## src/acp_pkg.sv

```systemverilog
package acp_pkg;

    localparam logic [7:0] CH_TILDE     = 8'h7E;
    localparam logic [7:0] CH_AT        = 8'h40;
    localparam logic [7:0] CH_HASH      = 8'h23;
    localparam logic [7:0] CH_CARET     = 8'h5E;
    localparam logic [7:0] CH_AMP       = 8'h26;
    localparam logic [7:0] CH_BANG      = 8'h21;
    localparam logic [7:0] CH_QUERY     = 8'h3F;
    localparam logic [7:0] CH_SEMICOLON = 8'h3B;
    localparam logic [7:0] CH_COMMA     = 8'h2C;
    localparam logic [7:0] CH_ZERO      = 8'h30;

    typedef struct packed {
        logic [7:0]  action_char;
        logic [7:0]  command_char;
        logic [7:0]  key_number;
        logic [15:0] value_number;
        logic [7:0]  delimiter_char;
        logic        has_value;
    } result_t;

    function automatic logic is_start(input logic [7:0] b);
        is_start = b inside {CH_TILDE, CH_AT, CH_HASH, CH_CARET, CH_AMP};
    endfunction

    function automatic logic is_delim(input logic [7:0] b);
        is_delim = b inside {CH_BANG, CH_QUERY, CH_SEMICOLON};
    endfunction

endpackage

```

## src/acp_in_if.sv

```systemverilog
interface acp_in_if;
    logic       valid;
    logic       ready;
    logic [7:0] in_byte;

    modport source (output valid, output in_byte, input ready);
    modport sink (input valid, input in_byte, output ready);
endinterface

```

## src/acp_out_if.sv

```systemverilog
interface acp_out_if;
    logic        valid;
    logic        ready;
    logic [7:0]  action_char;
    logic [7:0]  command_char;
    logic [7:0]  key_number;
    logic [15:0] value_number;
    logic [7:0]  delimiter_char;
    logic        has_value;

    modport source (
        output valid, output action_char, output command_char, output key_number,
        output value_number, output delimiter_char, output has_value, input ready
    );
    modport sink (
        input valid, input action_char, input command_char, input key_number,
        input value_number, input delimiter_char, input has_value, output ready
    );
endinterface

```

## src/acp_parse.sv

```systemverilog
module acp_parse
    import acp_pkg::*;
#(
    parameter int MESSAGE_LIMIT = 19
) (
    input  logic       clk,
    input  logic       rst_n,
    input  logic       accept,
    input  logic [7:0] in_byte,
    output logic       res_valid,
    output result_t    res
);

    localparam int CW = $clog2(MESSAGE_LIMIT + 1);

    logic          receiving_reg, receiving_next;
    logic [CW-1:0] count_reg, count_next;
    logic [7:0]    action_reg, action_next;
    logic [7:0]    command_reg, command_next;
    logic [7:0]    key_all_reg, key_all_next;
    logic [7:0]    key_pre_reg, key_pre_next;
    logic [15:0]   value_reg, value_next;
    logic          comma_seen_reg, comma_seen_next;
    logic          comma_last_reg, comma_last_next;

    logic [CW-1:0] count_inc;
    logic [7:0]    d8;
    logic [15:0]   d16;
    logic          first_comma;
    logic          sep;

    assign count_inc   = count_reg + CW'(1);
    assign d8          = in_byte - CH_ZERO;
    assign d16         = {8'd0, in_byte} - {8'd0, CH_ZERO};
    assign first_comma = !comma_seen_reg && (in_byte == CH_COMMA);
    assign sep         = comma_seen_reg && !comma_last_reg;

    always_comb
    begin
        receiving_next  = receiving_reg;
        count_next      = count_reg;
        action_next     = action_reg;
        command_next    = command_reg;
        key_all_next    = key_all_reg;
        key_pre_next    = key_pre_reg;
        value_next      = value_reg;
        comma_seen_next = comma_seen_reg;
        comma_last_next = comma_last_reg;
        res_valid       = 1'b0;

        res.action_char    = action_reg;
        res.command_char   = command_reg;
        res.key_number     = sep ? key_pre_reg : key_all_reg;
        res.value_number   = sep ? value_reg : 16'd0;
        res.delimiter_char = in_byte;
        res.has_value      = sep;

        if (accept)
        begin
            if (!receiving_reg)
            begin
                if (is_start(in_byte))
                begin
                    receiving_next = 1'b1;
                    action_next    = in_byte;
                    count_next     = CW'(1);
                end
            end
            else if (is_delim(in_byte))
            begin
                res_valid       = (count_inc >= CW'(3));
                receiving_next  = 1'b0;
                count_next      = '0;
                key_all_next    = '0;
                value_next      = '0;
                comma_seen_next = 1'b0;
                comma_last_next = 1'b0;
            end
            else
            begin
                if (count_reg == CW'(1))
                begin
                    command_next = in_byte;
                end
                else
                begin
                    if (first_comma)
                    begin
                        key_pre_next = key_all_reg;
                    end
                    else if (comma_seen_reg)
                    begin
                        value_next = {value_reg[12:0], 3'b000} + {value_reg[14:0], 1'b0} + d16;
                    end
                    key_all_next    = {key_all_reg[4:0], 3'b000} + {key_all_reg[6:0], 1'b0} + d8;
                    comma_seen_next = comma_seen_reg || first_comma;
                    comma_last_next = first_comma;
                end

                // overflow: drop the message without a result
                if (count_inc >= CW'(MESSAGE_LIMIT))
                begin
                    receiving_next  = 1'b0;
                    count_next      = '0;
                    key_all_next    = '0;
                    value_next      = '0;
                    comma_seen_next = 1'b0;
                    comma_last_next = 1'b0;
                end
                else
                begin
                    count_next = count_inc;
                end
            end
        end
    end

    always_ff @(posedge clk or negedge rst_n)
    begin
        if (!rst_n)
        begin
            receiving_reg  <= 1'b0;
            count_reg      <= '0;
            action_reg     <= '0;
            command_reg    <= '0;
            key_all_reg    <= '0;
            key_pre_reg    <= '0;
            value_reg      <= '0;
            comma_seen_reg <= 1'b0;
            comma_last_reg <= 1'b0;
        end
        else
        begin
            receiving_reg  <= receiving_next;
            count_reg      <= count_next;
            action_reg     <= action_next;
            command_reg    <= command_next;
            key_all_reg    <= key_all_next;
            key_pre_reg    <= key_pre_next;
            value_reg      <= value_next;
            comma_seen_reg <= comma_seen_next;
            comma_last_reg <= comma_last_next;
        end
    end

`ifndef SYNTH
    a_idle_count: assert property (@(posedge clk) disable iff (!rst_n)
        !receiving_reg |-> (count_reg == '0) && !comma_seen_reg)
        else $error("idle with message state left over");
    a_recv_count: assert property (@(posedge clk) disable iff (!rst_n)
        receiving_reg |-> (count_reg >= CW'(1)) && (count_reg < CW'(MESSAGE_LIMIT)))
        else $error("byte count out of range while receiving");
    a_res_on_accept: assert property (@(posedge clk) disable iff (!rst_n)
        res_valid |-> accept && receiving_reg && is_delim(in_byte))
        else $error("result without a delimiter transfer");
`endif

endmodule

```

## src/acp_out_reg.sv

```systemverilog
module acp_out_reg
    import acp_pkg::*;
(
    input  logic    clk,
    input  logic    rst_n,
    input  logic    load,
    input  result_t load_data,
    input  logic    out_ready,
    output logic    out_valid,
    output logic    take_ok,
    output result_t out_data
);

    logic    valid_reg, valid_next;
    result_t data_reg;

    // the register frees up in the same cycle that the sink takes it
    assign take_ok   = !valid_reg || out_ready;
    assign out_valid = valid_reg;
    assign out_data  = data_reg;

    always_comb
    begin
        valid_next = valid_reg;
        if (load)
        begin
            valid_next = 1'b1;
        end
        else if (out_ready)
        begin
            valid_next = 1'b0;
        end
    end

    always_ff @(posedge clk or negedge rst_n)
    begin
        if (!rst_n)
        begin
            valid_reg <= 1'b0;
        end
        else
        begin
            valid_reg <= valid_next;
        end
    end

    always_ff @(posedge clk)
    begin
        if (load)
        begin
            data_reg <= load_data;
        end
    end

`ifndef SYNTH
    a_no_overwrite: assert property (@(posedge clk) disable iff (!rst_n)
        load |-> (!valid_reg || out_ready))
        else $error("pending result overwritten");
    a_load_shows: assert property (@(posedge clk) disable iff (!rst_n)
        load |=> valid_reg)
        else $error("loaded result not presented");
`endif

endmodule

```

## src/ascii_command_message_parser.sv

```systemverilog
// channel   | dir | payload                                    | transfer when
// ----------+-----+--------------------------------------------+---------------------------
// in_ch     | in  | in_byte (8)                                | valid && ready
// out_ch    | out | action_char, command_char, key_number (8), | valid && ready
//           |     | value_number (16), delimiter_char, has_value|
//
// one byte a cycle while in_ch.ready is high: the parser state updates on each input
// transfer, one short step of add and compare, and the result lands in the output register
// a result appears in the cycle after its delimiter byte is taken
// rst_n is asynchronous, active low, and returns the parser to idle
// in_ch.ready is low only while a result sits unclaimed and out_ch.ready is low
module ascii_command_message_parser
    import acp_pkg::*;
#(
    parameter int MESSAGE_LIMIT = 19
) (
    input  logic      clk,
    input  logic      rst_n,
    acp_in_if.sink    in_ch,
    acp_out_if.source out_ch
);

    logic    accept;
    logic    res_valid;
    logic    take_ok;
    result_t res;
    result_t out_data;

    // input is taken whenever the output register can hold a new result
    assign in_ch.ready = take_ok;
    assign accept      = in_ch.valid && take_ok;

    // running accumulators for action, command, key and value
    acp_parse #(
        .MESSAGE_LIMIT(MESSAGE_LIMIT)
    ) u_parse (
        .clk      (clk),
        .rst_n    (rst_n),
        .accept   (accept),
        .in_byte  (in_ch.in_byte),
        .res_valid(res_valid),
        .res      (res)
    );

    // result register parting the two sides
    acp_out_reg u_out (
        .clk      (clk),
        .rst_n    (rst_n),
        .load     (res_valid),
        .load_data(res),
        .out_ready(out_ch.ready),
        .out_valid(out_ch.valid),
        .take_ok  (take_ok),
        .out_data (out_data)
    );

    assign out_ch.action_char    = out_data.action_char;
    assign out_ch.command_char   = out_data.command_char;
    assign out_ch.key_number     = out_data.key_number;
    assign out_ch.value_number   = out_data.value_number;
    assign out_ch.delimiter_char = out_data.delimiter_char;
    assign out_ch.has_value      = out_data.has_value;

endmodule
```

## src/flat_wrapper.sv

```systemverilog
// flat-port wrapper written by rule: the top's interface ports become plain ports
module ascii_command_message_parser_flat import acp_pkg::*;
#(
    parameter int MESSAGE_LIMIT = 19
)
  (clk, rst_n, in_ch_valid, in_ch_in_byte, in_ch_ready, out_ch_valid, out_ch_action_char, out_ch_command_char, out_ch_key_number, out_ch_value_number, out_ch_delimiter_char, out_ch_has_value, out_ch_ready);
  acp_in_if in_ch_i ();
  acp_out_if out_ch_i ();
  input  logic clk;
  input  logic rst_n;
  input wire logic [$bits(in_ch_i.valid)-1:0] in_ch_valid;
  input wire logic [$bits(in_ch_i.in_byte)-1:0] in_ch_in_byte;
  output wire logic [$bits(in_ch_i.ready)-1:0] in_ch_ready;
  output wire logic [$bits(out_ch_i.valid)-1:0] out_ch_valid;
  output wire logic [$bits(out_ch_i.action_char)-1:0] out_ch_action_char;
  output wire logic [$bits(out_ch_i.command_char)-1:0] out_ch_command_char;
  output wire logic [$bits(out_ch_i.key_number)-1:0] out_ch_key_number;
  output wire logic [$bits(out_ch_i.value_number)-1:0] out_ch_value_number;
  output wire logic [$bits(out_ch_i.delimiter_char)-1:0] out_ch_delimiter_char;
  output wire logic [$bits(out_ch_i.has_value)-1:0] out_ch_has_value;
  input wire logic [$bits(out_ch_i.ready)-1:0] out_ch_ready;
  assign in_ch_i.valid = in_ch_valid;
  assign in_ch_i.in_byte = in_ch_in_byte;
  assign in_ch_ready = in_ch_i.ready;
  assign out_ch_valid = out_ch_i.valid;
  assign out_ch_action_char = out_ch_i.action_char;
  assign out_ch_command_char = out_ch_i.command_char;
  assign out_ch_key_number = out_ch_i.key_number;
  assign out_ch_value_number = out_ch_i.value_number;
  assign out_ch_delimiter_char = out_ch_i.delimiter_char;
  assign out_ch_has_value = out_ch_i.has_value;
  assign out_ch_i.ready = out_ch_ready;
  ascii_command_message_parser #(.MESSAGE_LIMIT(MESSAGE_LIMIT)) u_core (.clk(clk), .rst_n(rst_n), .in_ch(in_ch_i), .out_ch(out_ch_i));
endmodule
```

## config.mk

```make
export PLATFORM = sky130hd
export DESIGN_NAME = ascii_command_message_parser_flat
export DESIGN_NICKNAME = d
export VERILOG_FILES = /design/src/acp_pkg.sv /design/src/acp_in_if.sv /design/src/acp_out_if.sv /design/src/acp_parse.sv /design/src/acp_out_reg.sv /design/src/ascii_command_message_parser.sv /design/src/flat_wrapper.sv
export SDC_FILE = /design/constraint.sdc
export NUM_CORES = 1
export LEC_CHECK = 0
export ABC_AREA = 1
export BUFFER_PORTS_ARGS = -buffer_cell sky130_fd_sc_hd__buf_4
export CAP_MARGIN = 10
export CORE_UTILIZATION = 45
export CTS_CLUSTER_DIAMETER = 120
export DETAILED_ROUTE_END_ITERATION = 10
export REMOVE_ABC_BUFFERS = 1
export SLEW_MARGIN = 30
export SYNTH_ARGS = -nofsm -noshare
export SYNTH_HDL_FRONTEND = slang
export SYNTH_SLANG_ARGS = --single-unit
```

## constraint.sdc

```tcl
create_clock -name clk -period 2.7 [get_ports clk]
set_input_delay 0.27 -clock clk [delete_from_list [all_inputs] [get_ports clk]]
set_output_delay 0.27 -clock clk [all_outputs]
set_load 0.02 [all_outputs]
```

# After elaboration in Yosys (flattened, before gate mapping)
# Index checks and enable logic that the tools add are counted.
# word_totals
in_bits	12
elab_cells	87
register_bits	106
# classes
addsub	7
reduce_logical	19
magnitude_cmp	2
n_eq_ne	12
bitwise	3
muxes	28
# ops
cell	n
$mux 16	5
$eq 8x6->1 const B	6
$add 16x16->16	2
$mux 8	4
$eq 8x7->1 const B	3
$mux 5	4
$add 8x8->8	2
$mux 1	15
$reduce_and 5->1	2
$sub 8x6->9 const B	1
$sub 8x6->8 const B	1
$reduce_and 3->1	2
$reduce_bool 3->1	2
$add 5x1->5 const B	1
$eq 5x1->1 const B	1
$ge 5x2->1 const B	1
$ge 5x5->1 const B	1
$reduce_bool 5->1	1
$reduce_and 4->1	1
$reduce_bool 2->1	2
$logic_and 1x1->1	3
$logic_not 1->1	3
$ne 3x1->1 const B	1
$ne 3x2->1 const B	1
other kinds (3)	6

# Logic depth before layout (Yosys ltp)
# Gate-level depths: netlist of the first run.
# depth
word_depth	7
ltp_mapped	17
mapped_depth_nobuf	17

# By module
# Synthesis of the first run repeated with hierarchy kept, for this count alone.
# unflattened
cells_unflattened	658
hier_area_um2	5972.0
# by_module_without_submodules
mod	cells_each	area_each_um2	n_inst	seq_area_each_um2
acp_parse	602	4448.0	1	1401.3
acp_out_reg	54	1516.5	1	1496.4
ascii_command_message_parser	2	7.5	1	0.0

# Worst setup path before layout of the first run
# OpenSTA, ideal clock, no wires.
# synth_timing
kind	register to register
from	reg u_core.u_out.valid_reg, in the netlist u_core.u_out.out_valid
to	reg u_core.u_out.data_reg, in the netlist u_core.u_out.out_data[0], enable pin
t_arrival_ns	2.125
path_slack_ns	0.171
stages_incl_launch_ff	6
synth_period_minus_slack_ns	2.529
n_path_buf	0
setup_time_ns	0.403
cell_sequence	dfrtp_1 -> nand2_1 -> nand2_1 -> nor2_4 -> o211ai_1 -> inv_1
# synth_via
elab_chain_cells	4
# synth_rtl
item	line	rtl
from (decl)	acp_out_reg.sv:14	logic valid_reg, valid_next;
from (signal assigned)	acp_out_reg.sv:43	valid_reg <= valid_next;
$logic_not 1->1	acp_out_reg.sv:18	assign take_ok = !valid_reg || out_ready;
$logic_or 1x1->1	acp_out_reg.sv:18	
via in_ch_ready	flat_wrapper.sv:13	output wire logic [$bits(in_ch_i.ready)-1:0] in_ch_ready;
$logic_and 1x1->1	ascii_command_message_parser.sv:31	assign accept = in_ch.valid && take_ok;
$mux 1	acp_parse.sv:58	if (accept)
via u_core.res_valid	ascii_command_message_parser.sv:24	logic res_valid;
to (signal assigned)	acp_out_reg.sv:51	data_reg <= load_data;
to (decl)	acp_out_reg.sv:15	result_t data_reg;
# The timed path passes the listed nets, and every way through them passes these cells.
# A chain may end at the register's enable or synchronous reset.

# Final worst setup path of the first run
# layout_timing
from	reg u_core.u_parse.key_all_reg[2]
to	reg u_core.u_parse.key_all_reg[7]
# layout_via
elab_chain_cells	5
# layout_rtl
item	line	rtl
from (decl)	acp_parse.sv:20	logic [7:0] key_all_reg, key_all_next;
from (signal assigned)	acp_parse.sv:138	key_all_reg <= key_all_next;
$add 8x8->8 (2 in a row)	acp_parse.sv:95	key_all_next = {key_all_reg[4:0], 3'b000} + {key_all_reg[6:0], 1'b0} + d8;
$mux 8	acp_parse.sv:81	if (count_reg == CW'(1))
$mux 8	acp_parse.sv:101	if (count_inc >= CW'(MESSAGE_LIMIT))
$mux 8	acp_parse.sv:69	else if (is_delim(in_byte))
# Every way passes these cells. The select of a mux whose other input is x is not followed.

==> impl_metrics.yaml, run 1 <==
run_status:
  status: "finished with violations"
  violations: "negative hold slack"
die:
  start_util: 0.461
  die_w_microns: 116
  die_h_microns: 116
  die_area_sq_um: 13300
  ioPinCount: 63
  core_sq_um: 12600
  core.rowCount: 41
power:
  p_per_area_nw_per_um2: 1110
  peakVddDrop_uv: 563
  leakagePower_uw: 0.00347
clock_network:
  clk_path_buf_depth: 2
  cts_sinks: 106
  ctsHtreeMaxLevel: 3
  cts-root-buf: "clkbuf_16"
  clkTransAtPathRegs_ns: 0.08
  worstSkewPairLatency_ns: 0.35
  cts_tree: "yes"
  hold_buffers: 0
  cts_buffers: 9
sta:
  hold-worst-slack_ns: -0.00709
  finalMaxSlewViolations: 0
  fin_crit_sh: 0.938
  worst_slew_margin_rel: 0.487
  min_period_ns: 2.53
  worst_slew_pin_slew_ns: 0.769
  setup_viol: 0
  setup_tns_ns: 0
  rsz0062_at_grt: "no"
  fmax_mhz: 395
  finalHoldViolations: 15
  worst_clock_skew_ns: 0.0121
synth:
  synth-seq-cells: 106
  postSynthCellCount: 627
  yosysMostFrequentCell: "nand2_1"
  syn_area_sq_um: 5800
  synth_top_cells_by_area: "edfxtp_1 25%, dfrtp_1 25%, nand2_1 12%, ha_1 7.1%, inv_1 6.5%"
  ys_warn_count: 0
  yosys.area.top_type: "edfxtp_1"
  synth_edf_count: 49
  synthDistinctLibCells: 36
  synth_common_cells: "182 x nand2_1, 100 x inv_1, 57 x dfrtp_1"
  ys_seq_area_frac: 0.500
  synth_top_area_frac: 0.254
  ys.flop_type: "dfrtp_1"
  async_flop_share: 0.538
  syn_avg_cell_area_sq_um: 9.25
place:
  gp_congestion: 0.874
  place_area_sq_um: 6620
  dp_hpwl_mm: 9.42
  io_buffers: 62
drt:
  drt-initial-drc-count: 220
  drc: 0
  first_pass_iters: 6
  ant_nets: 0
  routed_wl_mm: 12.8
  wire_per_inst_microns: 14.3
  vias_per_cell: 4.86
  num_vias: 4333
finish:
  nets: 778
  area_growth_pct: 20.0
  nFillCells: 1133
  drive_above_1_share: 0.169
  antenna_cells: 0
  seq_area_sq_um: 2900
  final_area_sq_um: 6960
  multi_input_area_sq_um: 2460
  largest_reg_flops: 49
worst_setup_path:
  critPathCaptureType: "flop"
  worstPathRequired_ns: 2.94
  cp-start-kind: "flop"
  path_class: "flop to flop"
  cp_max_fo: 2
  crit_arrival_ns: 2.78
run:
  maxCapViolations: 0
grt:
  grt_max_degree: 58
  track_usage: 0.205
  grt_overflow: 0
  antenna_found_initial: 0
  grt_pass1_wl_mm: 20.5
  grt_pass1_vias: 4039
min_path:
  hp-class: "input pin to async pin"
==> worst max-delay path, cell delays in order (launching register included) <==
cell and delay, ns:
dfrtp_1 0.40, fa_1 0.47, ha_1 0.30, ha_2 0.20
inv_1 0.06, fa_2 0.34, nand3b_1 0.17, nand2_2 0.10
xor2_1 0.16, nand2_1 0.09, nand4_1 0.08, nand2_1 0.05
==> final timing paths <==
kind / start / end / slack (ns) / cells past startpoint
min: rst_n / u_core.u_parse.key_pre_reg[5] / -0.007 / 1
max in group asynchronous: rst_n / u_core.u_parse.value_reg[11] / 2.20 / 1
max: u_core.u_parse.key_all_reg[2] / u_core.u_parse.key_all_reg[7] / 0.17 / 11
min in group clk: in_ch_in_byte[4] / u_core.u_out.out_data[5] / 0.14 / 1
max reg2reg: u_core.u_parse.key_all_reg[2] / u_core.u_parse.key_all_reg[7] / 0.17 / 11
min reg2reg: u_core.u_parse.action_reg[7] / u_core.u_out.out_data[48] / 0.45 / 0
==> where the power goes <==
part | total, uW | switching, uW | internal, uW
Combinational | 3970 | 2290 | 1680
Clock | 1440 | 616 | 824
Sequential | 2320 | 317 | 2000
==> per-layer routing <==
metal,up-vias,global-route usage,wire (microns)
met5,-,0,0
met4,0,0.0693,193
met3,12,0.0251,486
met2,95,0.333,6040
met1,2057,0.284,6040
li1,2169,-,-
==> kinds of logic (layout without fill, tap and decap cells) <==
family,after synthesis,count (layout),synth area share
adders and majority gates,51,51,0.133
AOI/OAI and AO/OA,58,58,0.0533
and+or+nand+nor,282,282,0.209
xor gates and xnor gates,17,17,0.0270
DFF,106,106,0.500
buffers and inverters,113,206,0.0779
==> area by class of cell <==
cell class | count | area share
repair buffers | 86 | 0.0964
well taps | 172 | 0.0309
multi-input cells | 408 | 0.354
clock buffers | 10 | 0.0329
clock inverters | 6 | 0.0135
flip-flops and latches | 106 | 0.416
inverters | 104 | 0.0563
==> metrics by stage <==
stage	utilization	setup WS, ns	power [uW]	instances	hold WS, ns
2_1_floorplan	-	0.171	5150	618	-0.0256
3_3_place_gp	0.527	-0.0538	6170	875	0.395
3_5_place_dp	0.527	-0.0496	6250	875	0.394
4_1_cts	0.552	0.0969	7740	891	0.0191
5_1_grt	0.554	0.0196	8460	892	0.0628
6_report	0.554	0.168	7730	892	-0.00709
==> cell usage in the layout (no fill, tap or decap), drive strengths merged <==
master and instances:
a21oi 12, o22ai 1, o211ai 1, o31ai 2, clkbuf 10, xor2 5, clkinvlp 1, nand3b 2
dfrtp 57, clkinv 1, a21o 1, o21bai 1, nand4 8, o21ai 38, nor2 43, ha 33
nor3 2, and2 1, nor3b 1, edfxtp 49, buf 86, bufinv 2, nand3 37, a22oi 2
fa 18, inv 106, xnor2 12, nand2 188
==> timing repair <==
item                                   4_1_cts  5_1_grt
setup buffers                                0        1
resized for setup                            0        4
setup endpoints to repair                    0        1
endpoints found under the hold margin        0        0
No activity file was read; power rests on OpenSTA's default activity.
==> inputs of run 2 (changes only) <==
--- a/config.mk
+++ b/config.mk
@@ -5,7 +5,6 @@
 export SDC_FILE = /design/constraint.sdc
 export NUM_CORES = 1
 export LEC_CHECK = 0
-export ABC_AREA = 1
 export BUFFER_PORTS_ARGS = -buffer_cell sky130_fd_sc_hd__buf_4
 export CAP_MARGIN = 10
 export CORE_UTILIZATION = 45
==> run 2 against run 1 <==
  * The flow still finishes with violations (negative hold slack)
  * Synthesized cell count shrank 33%
  * Sequential share of layout area grew 0.48 points
  * Sequential power shrank 10%
  * Power shrank 38%
  * Combinational power shrank 64%
  * Largest power group is now sequential cells
  * Highest routed layer unchanged
==> impl_metrics.yaml, run 2 <==
synth:
  yosys.area_share.adder: 0.140
  ys_warn_count: 0
  ys_seq_area_frac: 0.525
  syn_avg_cell_area_sq_um: 13.0
  async_flop_share: 0.538
  synth_top_area_frac: 0.267
  synth_top_family_by_area: "adder cells"
  synth_edf_count: 49
  synth-compound-area-share: 0.102
  yosysMostFrequentCell: "dfrtp_1"
  ys.flop_type: "dfrtp_1"
  syn_area_sq_um: 5520
  postSynthCellCount: 423
  yosys.area.top_type: "edfxtp_1"
  synth_common_cells: "57 x dfrtp_1, 49 x edfxtp_1, 33 x ha_1"
  synth_mux_area_frac: 0.0646
  synth-seq-cells: 106
  synth-simple-area-share: 0.0996
  synth_top_cells_by_area: "edfxtp_1 27%, dfrtp_1 26%, ha_1 7.5%, fa_1 6.5%, mux2_2 4.3%"
  synthDistinctLibCells: 57
  synth-xor-area-share: 0.0349
grt:
  met3_usage: 0.0396
  gr-usage-met1: 0.292
  grt_pass1_vias: 3655
  grtUsageMet2: 0.301
  track_usage: 0.201
  grt_overflow: 0
  antenna_found_initial: 0
  busiest_layer: "met2"
  grt_max_degree: 58
  grt_pass1_wl_mm: 19.4
drt:
  routed_wl_mm: 11.9
  wire_per_inst_microns: 17.2
  drt-initial-drc-count: 177
  ant_nets: 0
  first_pass_iters: 4
  num_vias: 3653
  vias_per_cell: 5.31
  drc: 0
sta:
  finalMaxSlewViolations: 0
  worst_slew_margin_rel: 0.488
  worst_clock_skew_ns: 0.0141
  fin_crit_sh: 0.963
  timing.final.ws_setup_ns: 0.101
  setup_viol: 0
  worst_slew_pin_slew_ns: 0.768
  finalHoldViolations: 11
  hold-worst-slack_ns: -0.0163
  min_period_ns: 2.60
  fmax_mhz: 385
worst_setup_path:
  critPathCaptureType: "flop"
  r2r-end: "u_core.u_parse.value_reg[15]"
  crit_arrival_ns: 2.84
  path_cells: "buf_4 -> fa_1 -> ha_4 -> a21oi_1 -> o22ai_2 -> o311a_1 -> o31a_1 -> xnor2_1 -> o21ai_1"
  path_class: "flop to flop"
  rr_worst_depth: 9
  cp_slowest_stage_delay_ns: 0.54
  cp_max_fo: 4
  cp-start-kind: "flop"
  worstPathRequired_ns: 2.94
  r2r_start: "u_core.u_parse.value_reg[2]"
  regToRegSetupSlack_ns: 0.10
  cpMaxStageDelayCell: "fa_1"
die:
  die_area_sq_um: 12700
  die_h_microns: 113
  ioPinCount: 63
  core.rowCount: 40
  start_util: 0.461
  core_sq_um: 12000
  die_w_microns: 113
place:
  io_buffers: 62
  dp_hpwl_mm: 8.53
  place_ws_ns: -0.222
  place_inst: 671
  gp_congestion: 0.841
clock_network:
  cts_sinks: 106
  worstSkewPairLatency_ns: 0.35
  cts_buffers: 9
  cts-root-buf: "clkbuf_16"
  ctsHtreeMaxLevel: 3
  cts_tree: "yes"
  clk_path_buf_depth: 2
  clkTransAtPathRegs_ns: 0.08
run:
  maxCapViolations: 0
finish:
  antenna_cells: 0
  final_cell_mix: "115 x buf_4, 56 x dfrtp_1, 49 x edfxtp_1, 30 x ha_1, 28 x nand2_1"
  nFillCells: 986
  drive_above_1_share: 0.342
  nets: 600
  largest_reg_flops: 49
  area_growth_pct: 24.8
  final_common_cell: "buf_4"
  layout.cells.non_filler: 688
  final_core_util: 0.575
run_status:
  status: "finished with violations"
  violations: "negative hold slack"
power:
  peakVddDrop_uv: 334
  p_per_area_nw_per_um2: 702
  leakagePower_uw: 0.00317
min_path:
  hp-class: "input pin to async pin"
[run 2: cell types whose count changed after synthesis, moves of 9 or more]
| cell | before | now |
|---|---|---|
| a22o_1 | 0 | 9 |
| and2_1 | 1 | 17 |
| inv_1 | 100 | 25 |
| mux2_2 | 0 | 21 |
| nand2_1 | 182 | 28 |
| nand3_1 | 35 | 6 |
| nor2_1 | 41 | 12 |
[run 2: critical path, delay by kind of cell (launching register included)]
kind                       cells  cell delay (ns)
adders and majority gates      2             0.77
buffers and inverters          1             0.16
AOI/OAI and AO/OA              5             1.02
DFF                            1             0.40
xor gates and xnor gates       1             0.14
[run 2: cells by family (layout without fill, tap and decap cells)]
logic type / Yosys count / count (layout)
flip-flops: 106 / 106
AND/OR/NAND/NOR: 93 / 93
AO/OA/AOI/OAI: 84 / 84
multiplexers: 29 / 29
adder cells (fa/ha/maj): 51 / 51
buffers and inverters: 38 / 156
XOR/XNOR: 22 / 22
[run 2: cell type report]
class                           instances  area, sq um  share of cell area
Inverter                               26         97.6              0.0142
Tap cell                              147          184              0.0267
Sequential cell                       106         2900               0.421
Timing Repair Buffer                  115          863               0.125
Clock buffer                            9          225              0.0327
Multi-Input combinational cell        279         2550               0.370
Clock inverter                          6         65.1             0.00945
[run 2: where the power goes]
group          internal, uW  switching, uW  leakage [uW]
Clock                   719            605      0.000144
Sequential             1900            183       0.00125
Combinational           754            669       0.00178
Total                  3370           1460       0.00317
[run 2: what timing repair did]
action	4_1_cts	5_1_grt
hold buffers	0	0
gates resized for setup	2	20
setup endpoints to repair	1	6
buffers inserted	1	1
pin swaps	1	10
[run 2: worst max-delay path by stage]
stage                                            from                           end
after floorplan           u_core.u_parse.count_reg[0]      u_core.u_out.out_data[0]
after global placement               in_ch_in_byte[5]  u_core.u_parse.value_reg[15]
after detailed placement             in_ch_in_byte[5]  u_core.u_parse.value_reg[15]
after CTS                 u_core.u_parse.value_reg[0]  u_core.u_parse.value_reg[12]
after global routing      u_core.u_parse.value_reg[0]  u_core.u_parse.value_reg[12]
final                     u_core.u_parse.value_reg[2]  u_core.u_parse.value_reg[15]
[run 2: stage by stage]
stage	total power [uW]	TNS, ns	area, sq um
2_1_floorplan	3100	-122.98	5430
3_3_place_gp	3460	-0.790	6470
3_5_place_dp	3510	-0.892	6470
4_1_cts	4840	0	6770
5_1_grt	5130	-0.0460	6880
6_report	4830	0	6880
[run 2: per-layer routing]
layer  vias up  part of all wire
met2        74              0.45
li1       1750                 -
met1      1809              0.50
met3        20             0.032
met5         -                 0
met4         0             0.020
==> inputs of run 3 (changes only) <==
==> constraint.sdc (replaced) <==
create_clock -name clk -period 3.3 [get_ports clk]
set_input_delay 0.33 -clock clk [delete_from_list [all_inputs] [get_ports clk]]
set_output_delay 0.33 -clock clk [all_outputs]
set_load 0.02 [all_outputs]
==> run 3 against run 2 <==
  * The flow now finishes without violations
  * Largest cell class unchanged
  * Setup slack better by 0.36 ns
  * Power down 18%
  * Clock skew is 0.0076 ns lower
  * Core utilization is 3.5 points lower
  * Critical endpoint is now u_core.u_parse.value_reg[13]
  * Clock power down 8%
  * Combinational power is 25% lower
  * Sequential cell count stayed put
==> impl_metrics.yaml, run 3 (synthesized netlist as in run 2, its figures left out) <==
run_status:
  status: "complete, no violations"
drt:
  num_vias: 3447
  drt-initial-drc-count: 176
  wire_per_inst_microns: 17.1
  vias_per_cell: 5.37
  first_pass_iters: 4
  ant_nets: 0
  drc: 0
  routed_wl_mm: 11.0
worst_setup_path:
  cpMaxStageDelayCell: "fa_1"
  cp_max_fo: 7
  path_cells: "buf_4 -> ha_1 -> nor3_1 -> buf_4 -> fa_1 -> ha_1 -> a21o_1 -> a21oi_1 -> nor2_1 -> a211oi_1 -> xor2_1 -> o21ai_0"
  worstPathRequired_ns: 3.54
  regToRegSetupSlack_ns: 0.55
  path_class: "input pin to flop"
  crit_arrival_ns: 3.07
  cp-start-kind: "input pin"
  r2r-end: "u_core.u_parse.value_reg[14]"
  rr_worst_depth: 8
  r2r_start: "u_core.u_parse.value_reg[3]"
  cp_slowest_stage_delay_ns: 0.44
  critPathCaptureType: "flop"
clock_network:
  ctsHtreeMaxLevel: 3
  worstSkewPairLatency_ns: 0.36
  cts-root-buf: "clkbuf_16"
  clk_path_buf_depth: 2
  post_cts_buffers: 0
  hold_buffers: 0
  cts_tree: "yes"
  clkTransAtPathRegs_ns: 0.08
  cts_buffers: 9
  cts_sinks: 106
  cts_resized: 0
run:
  maxCapViolations: 0
sta:
  min_period_ns: 2.83
  worst_clock_skew_ns: 0.00641
  finalMaxSlewViolations: 0
  fin_crit_sh: 0.859
  rsz0062_at_grt: "no"
  worst_slew_margin_rel: 0.490
  setup_tns_ns: 0
  worst_slew_pin_slew_ns: 0.766
  finalHoldViolations: 0
  setup_viol: 0
  hold-worst-slack_ns: 0.0376
  fmax_mhz: 353
finish:
  antenna_cells: 0
  nets: 553
  final_common_cell: "buf_4"
  nFillCells: 1003
  final_core_util: 0.540
  final_cell_mix: "68 x buf_4, 57 x dfrtp_1, 49 x edfxtp_1, 33 x ha_1, 28 x nand2_1"
  largest_reg_flops: 49
  area_growth_pct: 17.2
  layout.cells.non_filler: 642
  drive_above_1_share: 0.248
die:
  core_sq_um: 12000
  ioPinCount: 63
  start_util: 0.461
  core.rowCount: 40
  die_area_sq_um: 12700
  die_h_microns: 113
  die_w_microns: 113
place:
  dp_hpwl_mm: 7.73
  io_buffers: 62
  place_inst: 626
  gp_congestion: 0.841
power:
  leakagePower_uw: 0.00295
  switching_share: 0.299
  internal-power_uw: 2790
  p_seq_frac: 0.428
  power_frac_clock: 0.304
  p_comb_frac: 0.268
  fin_total_pwr_uw: 3970
  power.switching_uw: 1190
  peakVddDrop_uv: 290
  p_per_area_nw_per_um2: 615
grt:
  grt_pass1_wl_mm: 18.4
  grt_pass1_vias: 3493
  antenna_found_initial: 0
  grt_overflow: 0
  grt_max_degree: 58
  track_usage: 0.190
min_path:
  hp-class: "input pin to async pin"
==> run 3: changes by cell type in the layout (fill, tap and decap cells not counted), moves of 2 or more <==
cell     previous run  this run
inv_8               0         2
o21ai_0            19        22
o31ai_1             3         5
ha_4                3         0
o21ai_1             2         0
ha_1               30        33
buf_4             115        68
a21oi_1            15        17
o31ai_2             3         1
==> run 3: layout make-up <==
type,count,area [sq um],share of cell area
Tap cell,147,184,0.0285
Inverter,26,97.6,0.0151
Clock buffer,9,225,0.0348
Timing Repair Buffer,68,510,0.0790
Clock inverter,7,109,0.0168
Multi-Input combinational cell,279,2440,0.377
Sequential cell,106,2900,0.448
==> run 3: metal layers <==
layer / GRT usage / up-vias / routed length (microns)
li1: - / 1650 / -
met5: 0 / - / 0
met1: 0.267 / 1694 / 5360
met2: 0.293 / 83 / 5040
met3: 0.0375 / 20 / 391
met4: 0.0702 / 0 / 186
==> run 3: worst max-delay path by stage <==
stage / endpoint / cells after the start / slack [ns] / start
3_5_place_dp: u_core.u_parse.value_reg[13] / 10 / 0.13 / in_ch_in_byte[5]
4_1_cts: u_core.u_parse.value_reg[13] / 10 / 0.51 / in_ch_in_byte[5]
2_1_floorplan: u_core.u_out.out_data[0] / 6 / -1.83 / u_core.u_parse.count_reg[0]
5_1_grt: u_core.u_parse.value_reg[14] / 8 / 0.25 / u_core.u_parse.value_reg[3]
3_3_place_gp: u_core.u_parse.value_reg[15] / 10 / 0.23 / in_ch_in_byte[4]
6_report: u_core.u_parse.value_reg[13] / 12 / 0.47 / in_ch_in_byte[4]
==> run 3: power groups by stage <==
stage / Clock, uW / Sequential [uW] / Combinational (uW)
2_1_floorplan: 0 / 1680 / 854
3_3_place_gp: 0 / 1720 / 1040
3_5_place_dp: 0 / 1730 / 1070
4_1_cts: 1230 / 1700 / 1080
5_1_grt: 1270 / 1720 / 1210
6_report: 1210 / 1700 / 1070
==> run 3: worst max-delay path, delay by kind of cell <==
kind	cells	cell delay, ns
adders and majority gates	3	1.04
AOI/OAI and AO/OA	4	0.73
buffers and inverters	2	0.40
and+or+nand+nor	2	0.40
xor gates and xnor gates	1	0.17
==> run 3: per-stage QoR <==
stage	instance area, sq um	worst slack (ns)
after global routing	6460	0.252
after global placement	6130	0.235
after detailed placement	6130	0.130
final	6460	0.465
after floorplan	5430	-1.83
after CTS	6460	0.513
